[src/rtl/rtlpm_pkg.sv]
// Shared types and codes for the IPv4 route table with longest-prefix lookup.
package rtlpm_pkg;

  // Operation codes carried by an input transaction.
  localparam logic [1:0] OP_LOOKUP = 2'd0;
  localparam logic [1:0] OP_ADD    = 2'd1;
  localparam logic [1:0] OP_REMOVE = 2'd2;

  // Result status codes.
  localparam logic [2:0] ST_OK          = 3'd0;
  localparam logic [2:0] ST_INVALID     = 3'd1;
  localparam logic [2:0] ST_EXISTS      = 3'd2;
  localparam logic [2:0] ST_FULL        = 3'd3;
  localparam logic [2:0] ST_NOT_FOUND   = 3'd4;
  localparam logic [2:0] ST_NO_ROUTE    = 3'd5;
  localparam logic [2:0] ST_DEFAULT_DEV = 3'd6;

  // Top nibble of a multicast address; every nibble at or above it is not unicast.
  localparam logic [3:0] MCAST_NIBBLE = 4'hE;

  // Width of the device enable register.
  localparam int DEV_MASK_W = 8;

  // One input transaction.
  typedef struct packed {
    logic [1:0]  opcode;
    logic [31:0] address;
    logic [31:0] netmask;
    logic [31:0] gateway;
    logic [2:0]  device_index;
    logic [15:0] metric;
  } in_item_t;

  // One result transaction.
  typedef struct packed {
    logic [2:0]  status;
    logic [31:0] out_network;
    logic [31:0] out_netmask;
    logic [31:0] out_gateway;
    logic [2:0]  out_device;
    logic [15:0] out_metric;
  } out_item_t;

  // One stored route.
  typedef struct packed {
    logic [31:0] network;
    logic [31:0] netmask;
    logic [31:0] gateway;
    logic [2:0]  device;
    logic [15:0] metric;
  } entry_t;

  // Per-slot compare outcome from the shared match unit.
  typedef struct packed {
    logic exact_hit;
    logic route_hit;
    logic better;
  } match_t;

endpackage

[src/rtl/rtlpm_match_unit.sv]
// Shared compare unit that scores one stored route against the current request.
module rtlpm_match_unit (
  input  logic [31:0]                       req_addr,
  input  logic [31:0]                       key_net,
  input  logic [31:0]                       req_mask,
  input  logic [2:0]                        req_dev,
  input  rtlpm_pkg::entry_t                 entry,
  input  logic                              entry_valid,
  input  logic [rtlpm_pkg::DEV_MASK_W-1:0]  dev_enable,
  input  logic                              best_found,
  input  logic [31:0]                       best_mask,
  input  logic [15:0]                       best_metric,
  output rtlpm_pkg::match_t                 result
);
  import rtlpm_pkg::*;

  logic route_hit;
  logic longer;
  logic same_len_cheaper;

  // A lookup hit needs a live entry on an enabled device whose prefix covers the destination.
  assign route_hit = entry_valid && dev_enable[entry.device] &&
                     ((req_addr & entry.netmask) == entry.network);

  // Masks are contiguous, so a numerically larger mask is a longer prefix.
  assign longer           = entry.netmask > best_mask;
  assign same_len_cheaper = (entry.netmask == best_mask) && (entry.metric < best_metric);

  // Exact match on device, masked network and mask for add and remove.
  assign result.exact_hit = entry_valid && (entry.device == req_dev) &&
                            (entry.network == key_net) && (entry.netmask == req_mask);
  assign result.route_hit = route_hit;
  assign result.better    = route_hit && (!best_found || longer || same_len_cheaper);

endmodule

[src/rtl/ipv4_route_table_lpm_core.sv]
// Top level of the IPv4 route table: sequencer, slot memory and result register.
// A scanned operation passes through the check, scan, drain and finish states before its
// result is strobed. A new transaction is accepted only while idle, and the scan reads
// one slot per cycle through the single read port of the slot memory and the shared match unit.
// A rejected request (bad mask, device, gateway or destination) is strobed from the check state.
// Synchronous active-low reset empties the table and enables all devices; results cannot stall.
module ipv4_route_table_lpm_core #(
  parameter int ROUTE_SLOTS  = 16,
  parameter int DEVICE_COUNT = 8
) (
  input  logic                             clk,
  input  logic                             rst_n,
  input  logic                             start,
  output logic                             busy,
  input  rtlpm_pkg::in_item_t              in_item,
  output logic                             out_strobe,
  output rtlpm_pkg::out_item_t             out_item,
  input  logic                             cfg_we,
  input  logic [rtlpm_pkg::DEV_MASK_W-1:0] cfg_wdata
);
  import rtlpm_pkg::*;

  localparam int IDXW = (ROUTE_SLOTS > 1) ? $clog2(ROUTE_SLOTS) : 1;

  typedef enum logic [4:0] {
    S_IDLE   = 5'b00001,
    S_CHECK  = 5'b00010,
    S_SCAN   = 5'b00100,
    S_DRAIN  = 5'b01000,
    S_FINISH = 5'b10000
  } state_t;

  state_t state_r, state_nxt;

  // Request and configuration registers.
  in_item_t              req_r;
  logic [31:0]           key_net_r;
  logic [DEV_MASK_W-1:0] enable_r;

  // Slot storage.
  logic [ROUTE_SLOTS-1:0] valid_r;
  entry_t                 mem [ROUTE_SLOTS];
  entry_t                 rd_data_r;

  // Scan pipeline.
  logic [IDXW-1:0] scan_idx_r;
  logic            proc_v_r;
  logic [IDXW-1:0] proc_idx_r;

  // Scan trackers.
  logic            hit_found_r;
  logic [IDXW-1:0] hit_idx_r;
  logic            free_found_r;
  logic [IDXW-1:0] free_idx_r;
  logic            best_found_r;
  entry_t          best_r;

  // Result register.
  logic      out_strobe_r;
  out_item_t out_item_r;

  // Request checks.
  logic [31:0] inv_mask;
  logic        mask_contig;
  logic        dev_in_range;
  logic        dev_enabled;
  logic        gw_ok;
  logic        addr_multi;
  logic        addr_bcast;
  logic        addr_unicast;
  logic        early_done;
  logic [2:0]  early_status;

  // Finish step.
  logic        mem_we;
  entry_t      mem_wdata;
  logic [2:0]  fin_status;
  logic        fin_set_valid;
  logic        fin_clr_valid;

  match_t      match;
  logic        proc_valid;
  logic        scan_last;

  assign busy       = (state_r != S_IDLE);
  assign out_strobe = out_strobe_r;
  assign out_item   = out_item_r;
  assign proc_valid = valid_r[proc_idx_r];
  assign scan_last  = (scan_idx_r == IDXW'(ROUTE_SLOTS - 1));

  // Validate the latched request; a contiguous mask has ~m of the form 0..01..1.
  assign inv_mask     = ~req_r.netmask;
  assign mask_contig  = ((inv_mask & (inv_mask + 32'd1)) == 32'd0);
  assign dev_in_range = ({1'b0, req_r.device_index} < 4'(DEVICE_COUNT));
  assign dev_enabled  = dev_in_range && enable_r[req_r.device_index];
  assign gw_ok        = (req_r.gateway == 32'd0) || (req_r.gateway[31:28] < MCAST_NIBBLE);
  assign addr_multi   = (req_r.address[31:28] == MCAST_NIBBLE);
  assign addr_bcast   = &req_r.address;
  assign addr_unicast = (req_r.address != 32'd0) && (req_r.address[31:28] < MCAST_NIBBLE);

  always_comb begin
    early_done   = 1'b0;
    early_status = ST_INVALID;
    case (req_r.opcode)
      OP_ADD: begin
        early_done = !(mask_contig && dev_enabled && gw_ok);
      end
      OP_REMOVE: begin
        early_done = !(mask_contig && dev_in_range);
      end
      OP_LOOKUP: begin
        if (addr_multi || addr_bcast) begin
          early_done   = 1'b1;
          early_status = ST_DEFAULT_DEV;
        end else if (!addr_unicast) begin
          early_done = 1'b1;
        end
      end
      default: begin
        early_done = 1'b1;
      end
    endcase
  end

  // Shared compare unit, fed one slot per cycle.
  rtlpm_match_unit u_match (
    .req_addr    (req_r.address),
    .key_net     (key_net_r),
    .req_mask    (req_r.netmask),
    .req_dev     (req_r.device_index),
    .entry       (rd_data_r),
    .entry_valid (proc_valid),
    .dev_enable  (enable_r),
    .best_found  (best_found_r),
    .best_mask   (best_r.netmask),
    .best_metric (best_r.metric),
    .result      (match)
  );

  // Outcome of a scanned operation and the table update it commits.
  always_comb begin
    mem_we        = 1'b0;
    fin_set_valid = 1'b0;
    fin_clr_valid = 1'b0;
    fin_status    = ST_INVALID;
    mem_wdata     = '{network: key_net_r, netmask: req_r.netmask, gateway: req_r.gateway,
                      device: req_r.device_index, metric: req_r.metric};
    case (req_r.opcode)
      OP_ADD: begin
        if (hit_found_r) begin
          fin_status = ST_EXISTS;
        end else if (free_found_r) begin
          fin_status    = ST_OK;
          mem_we        = (state_r == S_FINISH);
          fin_set_valid = (state_r == S_FINISH);
        end else begin
          fin_status = ST_FULL;
        end
      end
      OP_REMOVE: begin
        if (hit_found_r) begin
          fin_status    = ST_OK;
          fin_clr_valid = (state_r == S_FINISH);
        end else begin
          fin_status = ST_NOT_FOUND;
        end
      end
      OP_LOOKUP: begin
        fin_status = best_found_r ? ST_OK : ST_NO_ROUTE;
      end
      default: begin
        fin_status = ST_INVALID;
      end
    endcase
  end

  // Sequencer.
  always_comb begin
    state_nxt = state_r;
    case (state_r)
      S_IDLE: begin
        if (start) state_nxt = S_CHECK;
      end
      S_CHECK: begin
        state_nxt = early_done ? S_IDLE : S_SCAN;
      end
      S_SCAN: begin
        if (scan_last) state_nxt = S_DRAIN;
      end
      S_DRAIN: begin
        state_nxt = S_FINISH;
      end
      S_FINISH: begin
        state_nxt = S_IDLE;
      end
      default: begin
        state_nxt = S_IDLE;
      end
    endcase
  end

  always_ff @(posedge clk) begin
    if (!rst_n) begin
      state_r <= S_IDLE;
    end else begin
      state_r <= state_nxt;
    end
  end

  // Slot memory: one write and one registered read per cycle.
  always_ff @(posedge clk) begin
    if (mem_we) begin
      mem[free_idx_r] <= mem_wdata;
    end
    rd_data_r <= mem[scan_idx_r];
  end

  // Valid bits and configuration.
  always_ff @(posedge clk) begin
    if (!rst_n) begin
      valid_r  <= '0;
      enable_r <= '1;
    end else begin
      if (cfg_we) enable_r <= cfg_wdata;
      if (fin_set_valid) valid_r[free_idx_r] <= 1'b1;
      if (fin_clr_valid) valid_r[hit_idx_r] <= 1'b0;
    end
  end

  // Request capture on an accepted transaction.
  always_ff @(posedge clk) begin
    if ((state_r == S_IDLE) && start) begin
      req_r <= in_item;
    end
    if (state_r == S_CHECK) begin
      key_net_r <= req_r.address & req_r.netmask;
    end
  end

  // Scan address counter and the processing stage behind the memory read.
  always_ff @(posedge clk) begin
    if (!rst_n) begin
      scan_idx_r <= '0;
      proc_v_r   <= 1'b0;
      proc_idx_r <= '0;
    end else begin
      proc_v_r   <= (state_r == S_SCAN);
      proc_idx_r <= scan_idx_r;
      if (state_r == S_SCAN) begin
        scan_idx_r <= scan_last ? '0 : scan_idx_r + IDXW'(1);
      end else begin
        scan_idx_r <= '0;
      end
    end
  end

  // Trackers: first exact hit, first free slot and best lookup route so far.
  always_ff @(posedge clk) begin
    if (!rst_n) begin
      hit_found_r  <= 1'b0;
      free_found_r <= 1'b0;
      best_found_r <= 1'b0;
      hit_idx_r    <= '0;
      free_idx_r   <= '0;
    end else if (state_r == S_CHECK) begin
      hit_found_r  <= 1'b0;
      free_found_r <= 1'b0;
      best_found_r <= 1'b0;
    end else if (proc_v_r) begin
      if (match.exact_hit && !hit_found_r) begin
        hit_found_r <= 1'b1;
        hit_idx_r   <= proc_idx_r;
      end
      if (!proc_valid && !free_found_r) begin
        free_found_r <= 1'b1;
        free_idx_r   <= proc_idx_r;
      end
      if (match.better) begin
        best_found_r <= 1'b1;
      end
    end
  end

  always_ff @(posedge clk) begin
    if (proc_v_r && match.better) begin
      best_r <= rd_data_r;
    end
  end

  // Result register: one strobed transaction per request.
  always_ff @(posedge clk) begin
    if (!rst_n) begin
      out_strobe_r <= 1'b0;
    end else begin
      out_strobe_r <= ((state_r == S_CHECK) && early_done) || (state_r == S_FINISH);
    end
  end

  always_ff @(posedge clk) begin
    if (state_r == S_CHECK) begin
      out_item_r <= '{status: early_status, default: '0};
    end else if (state_r == S_FINISH) begin
      if ((req_r.opcode == OP_LOOKUP) && best_found_r) begin
        out_item_r <= '{status: fin_status, out_network: best_r.network,
                        out_netmask: best_r.netmask, out_gateway: best_r.gateway,
                        out_device: best_r.device, out_metric: best_r.metric};
      end else begin
        out_item_r <= '{status: fin_status, default: '0};
      end
    end
  end

endmodule
[config.mk]
export PLATFORM = sky130hd
export DESIGN_NAME = ipv4_route_table_lpm_core
export DESIGN_NICKNAME = d
export VERILOG_FILES = /design/src/rtl/rtlpm_pkg.sv /design/src/rtl/rtlpm_match_unit.sv /design/src/rtl/ipv4_route_table_lpm_core.sv
export SDC_FILE = /design/constraint.sdc
export NUM_CORES = 2
export LEC_CHECK = 0
export BUFFER_PORTS_ARGS = -buffer_cell sky130_fd_sc_hd__clkbuf_2
export CAP_MARGIN = 20
export CELL_PAD_IN_SITES_DETAIL_PLACEMENT = 1
export CELL_PAD_IN_SITES_GLOBAL_PLACEMENT = 2
export CORE_UTILIZATION = 50
export CTS_CLUSTER_SIZE = 24
export DETAILED_ROUTE_END_ITERATION = 16
export PLACE_DENSITY_LB_ADDON = 0.1
export SETUP_SLACK_MARGIN = 0.15
export SLEW_MARGIN = 30
export SYNTH_ARGS = -nofsm -noshare
export SYNTH_HDL_FRONTEND = slang
export SYNTH_SLANG_ARGS = --single-unit
[constraint.sdc]
create_clock -name clk -period 14.1 [get_ports clk]
set_input_delay 2.82 -clock clk [delete_from_list [all_inputs] [get_ports clk]]
set_output_delay 2.82 -clock clk [all_outputs]
set_load 0.01 [all_outputs]
Yosys cells after proc, flatten, opt, wreduce, memory -nomap -nowiden
Memories as Yosys holds them, arrays and structs flattened. A register that Yosys moved wholly into a read port is not among the register bits.
Index checks and enable logic that the tools add are counted.

operators by class
  equal/unequal tests = 17
  order comparisons = 11
  add/subtract/negate cells = 2
  reduce and logical (&&, ||, !) cells = 43
  bitwise logic cells = 10
  multiplexer cells = 37

operators with widths
  kind                                                        count
  2-to-1 mux 118 bit                                          2
  equality test 32 bit                                        4
  2-to-1 mux 115 bit                                          1
  AND 32 bit                                                  3
  zero test 32 bit                                            2
  2-to-1 mux 16 bit                                           3
  adder 32 x 1 -> 32 bit, second input constant               1
  greater-than comparator 32 bit                              1
  NOT 32 bit                                                  1
  AND reduction 32 bit                                        1
  nonzero test 32 bit                                         1
  case mux 5 bit (4 select lines)                             1
  logical AND 1 bit                                           18
  AND 16 bit                                                  1
  less-than comparator 16 bit                                 1
  NOT 16 bit                                                  1
  bitwise OR 16 bit                                           1
  less-than comparator 4 x 5 -> 1 bit, second input constant  3
  2-to-1 mux 3 bit                                            5
  2-to-1 mux 1 bit                                            14
  2-to-1 mux 5 bit                                            2
  case mux 3 bit (3 select lines)                             1
  demux 1 bit (select 4 bit)                                  2
  equality test 4 bit, second input constant                  2
  other kinds (27)                                            48

storage, ports and cells
  RAM bits = 1840
  bits of input ports = 129
  memories kept = 1
  output and inout bits = 120
  register bits after elaboration = 432

memories
  name  depth  width  read ports  clocked after Yosys merged registers in  wr ports  RTL line                         text
  mem   16     115    1           1                                        1         ipv4_route_table_lpm_core.sv:42  entry_t mem [ROUTE_SLOTS];

Longest topological paths before layout
  word-level depth = 10
  mapped depth = 9
  depth with buffers taken out = 9

By module
A second synthesis with hierarchy kept.

second synthesis, totals
  cells, all modules = 3907
  area, all modules = 88092.0 um^2

modules (own cells, without submodules)
  module                     area an instance (um^2)  times used  cells an instance
  ipv4_route_table_lpm_core  85499.5                  1           3535
  rtlpm_match_unit           2592.5                   1           372

Worst setup path after synthesis
OpenSTA, ideal clock, no wires.

  path kind = flip-flop to flip-flop
  from = reg best_r[82] in the netlist's numbering
  to = reg best_r[0] in the netlist's numbering (enable)
  path slack = 2.429 ns
  required time = 13.305 ns
  period minus slack after synthesis = 11.671 ns
  arrival = 10.875 ns
  cell stages (with the launch flop) = 8
  buffers on the path = 0
  library setup time = 0.795 ns
  cells stage by stage = edfxtp_1 inv_1 ha_1 nand2_1 or3_1 nor4_1 o311ai_0 a311oi_1

between the ends
  cells in the longest elaborated chain, start to end = 5

ends and longest elaborated chain
  element                                                                 RTL line                                        text
  start, declared                                                         ipv4_route_table_lpm_core.sv:56                 entry_t best_r;
  start signal, assigned                                                  ipv4_route_table_lpm_core.sv:286                best_r <= rd_data_r;
  greater-than comparator 32 bit or equality test 32 bit (tied branches)  rtlpm_match_unit.sv:26, rtlpm_match_unit.sv:27
  logical OR 1 bit or logical AND 1 bit (tied branches)                   rtlpm_match_unit.sv:33, rtlpm_match_unit.sv:27
  logical OR 1 bit *                                                      rtlpm_match_unit.sv:33                          assign result.better = route_hit && (!best_found || longer || same_len_cheaper);
  logical AND 1 bit *                                                     rtlpm_match_unit.sv:33
  logical AND 1 bit *                                                     ipv4_route_table_lpm_core.sv:285                if (proc_v_r && match.better) begin

Mark *: on every way between the ends. The rest lies on a longest branch, timed or not.
A chain may end at the register's enable or synchronous reset.

Final worst setup path
  from = reg state_r[1]
  to = out busy

between the ends
  cells in the longest elaborated chain, start to end = 1

ends and longest elaborated chain
  element                 RTL line                          text
  start, declared         ipv4_route_table_lpm_core.sv:33   state_t state_r, state_nxt;
  start signal, assigned  ipv4_route_table_lpm_core.sv:206  state_r <= state_nxt;
  != test 5 x 1 -> 1 bit  ipv4_route_table_lpm_core.sv:85   assign busy = (state_r != S_IDLE);
  end, declared           ipv4_route_table_lpm_core.sv:14   output logic busy,

Every way passes these cells.

==> results_dict.tcl <==
set metrics [dict create \
    synth_cells 3892 \
    place_ws_ps 9300 \
    ys_seq_area_share_pct 78.3 \
    ys_ff_latch 2387 \
    syn_avg_cell_area_um2 22.6 \
    hpwl_um 130000 \
    cts_buffer_depth 3 \
    hold_viol 0 \
    drv_cap 0 \
    p_leak_uw 0.0323 \
    cp-end-kind "output port" \
    io_buffers 248 \
    routedWlPerCell_um 33.8 \
    vias 41900 \
    max_freq_mhz 205 \
    fin_tns_setup_ps 0 \
    area.growth.synth_to_final_pct 14.8 \
    clk_latency_ps 860 \
    hold_slack_ps 402 \
    period_minus_slack_ps 4880 \
    firstDrtPassIters 5 \
    die_h_um 421 \
    drc 0 \
    arrival_ps 2060 \
    drv_slew 0 \
    slew-limit-headroom_pct 29.1 \
    worst_pin_slew_ps 1060 \
    holdBufCountCts 0 \
    clk_pin_slew_ps 60 \
    fin_area_mm2 0.101 \
    grt-ovfl-total 0 \
    cts_tree "built" \
    coreArea_mm2 0.174 \
    cp-start-kind "flip-flop" \
    cp_top_family "simple AND/OR/NAND/NOR gates" \
    p_per_area_mw_per_mm2 143 \
    grt_max_degree 129 \
    cts_buffers 236 \
    fin_ws_ps 9220 \
    cts_setup_buffers 0 \
    n_antenna_cell 0 \
    initial_core_util_pct 50.5 \
    ir_drop_mv 0.125 \
    first_global_vias 44300 \
    grt_pass1_wl_um 331000 \
    postSynthNetCount 4069 \
    synth_warnings 0 \
    placement.cell_area_mm2 0.0927 \
    path_cells "nor3_1, and3b_1, inv_1, clkbuf_2" \
    dieArea_mm2 0.178 \
    track_usage_pct 26.5 \
    worstPathMaxFanout 4 \
    drive_above_1_share_pct 30.3 \
    setup_viol 0 \
    clock-root-buffer "clkbuf_16" \
    outcome "finished, final reports clean" \
    final_common_cell "edfxtp_1" \
    required_ps 11280 \
    fin_skew_ps 31.7 \
    min_path_type "reg -> reg" \
    synth_ff_type "edfxtp_1" \
    worst-path-buf-inv 2 \
    rsz0062_at_grt "false" \
    max_stage_delay_ps 350 \
    synthArstFlopShare_pct 0 \
    synth_edf_count 2107 \
    rows 153 \
    slowest_stage "dfxtp_1" \
    path_class "reg -> out" \
    cts.repair.resized 0 \
    yosysUniqueCellTypes 69 \
    drt_wl_total_um 233000 \
    gp_congestion 0.868 \
    finalCritPeriodShare_pct 34.6 \
    final_net_count 4508 \
    drtAntennaViolNets 0 \
    chipWidth_um 421 \
    drt_iter0_markers 3961 \
    mappedNetlistArea_mm2 0.0879 \
    layout_common_cells "edfxtp_1, mux4_2, dfxtp_1" \
    antenna_found_initial 4 \
    ios 249 \
    viasPerCell 6.10 \
    clock_sinks 2387 \
    cts_max_level 4 \
]
-- synthesized netlist by cell type (6+ instances only) --
master,count,share of area [%]
a2111oi_0,10,0.10
mux2i_1,15,0.17
nand3_1,17,0.097
nor2_1,38,0.16
xnor2_1,8,0.080
buf_2,12,0.068
a21oi_1,21,0.12
nor3_1,13,0.074
dfxtp_1,280,6.4
nand2_1,76,0.32
nand2b_1,17,0.12
mux4_2,583,15
inv_1,76,0.32
o221a_2,15,0.19
clkbuf_1,106,0.45
a22o_1,116,1.2
o21ai_0,22,0.13
ha_1,48,0.68
buf_1,42,0.18
xor2_1,69,0.69
nand4_1,32,0.23
nor2b_1,18,0.13
and2_1,37,0.26
edfxtp_1,2107,72
o211ai_1,6,0.051
o22ai_1,8,0.057
nor4_1,27,0.19
-- logic make-up (layout without fill, tap and decap cells) --
kind of cell,count (synthesis),after routing,synth area share [%]
xor+xnor,77,77,0.767
buf+inv,239,893,1.06
fa+ha+maj,48,48,0.683
flops,2387,2387,78.3
mux,599,599,15.1
compound gates,237,237,2.18
simple gates,305,305,1.87
-- sequential cells by signal, indices dropped and copies added, names as in the netlist --
signal / cells
mem: 1840
out_item: 118
best_r: 115
rd_data_r: 115
mem_wdata: 83
req_r: 34
key_net_r: 32
valid_r: 16
enable_r: 8
state_r: 5
free_idx_r: 4
hit_idx_r: 4
proc_idx_r: 4
scan_idx_r: 4
best_found_r: 1
free_found_r: 1
hit_found_r: 1
out_strobe: 1
proc_v_r: 1
-- through the flow --
stage | instances | total power (uW) | utilization (%)
3_5_place_dp | 6411 | 8120 | 53.2
6_report | 6871 | 14400 | 58.0
4_1_cts | 6864 | 14500 | 57.9
3_3_place_gp | 6401 | 8110 | 53.1
5_1_grt | 6871 | 14800 | 58.0
2_1_floorplan | 3892 | 7990 | -
-- final timing paths --
kind	from	end	slack, ps	cells after the start
min	rd_data_r[22]$_DFF_P_	best_r[22]$_DFFE_PP_	400	0
min reg2reg	rd_data_r[22]$_DFF_P_	best_r[22]$_DFFE_PP_	400	0
max	state_r[1]$_SDFFE_PN0P_	busy	9220	4
max reg2reg	scan_idx_r[1]$_SDFF_PP0_	rd_data_r[75]$_DFF_P_	9470	5
-- area by class of cell --
cell class / count / area, um2
timing repair buffer: 363 / 2520
fill: 14500 / 73200
tap: 2325 / 2910
clock inverter: 130 / 1360
multi-input combinational: 1266 / 18300
clock buffer: 323 / 6730
sequential: 2387 / 68900
inverter: 77 / 289
-- where the power goes --
group | switching, uW | internal [uW]
Combinational | 117 | 43.4
Clock | 2690 | 3780
Sequential | 84.9 | 7720
-- routing by layer --
layer	up-vias	part of all wire (%)	global-route usage, %
met5	-	0	0
met4	0	3.0	8.11
met3	312	5.2	3.58
met2	1373	50	44.2
met1	23000	42	36.6
li1	17200	-	-
-- worst reg2reg max path: cells and delay by family (launching register included) --
kind | cells | cell delay, ps
flops | 1 | 980
buf+inv | 3 | 2560
mux | 2 | 980
Note: power is estimated with default switching activity, not from simulation.
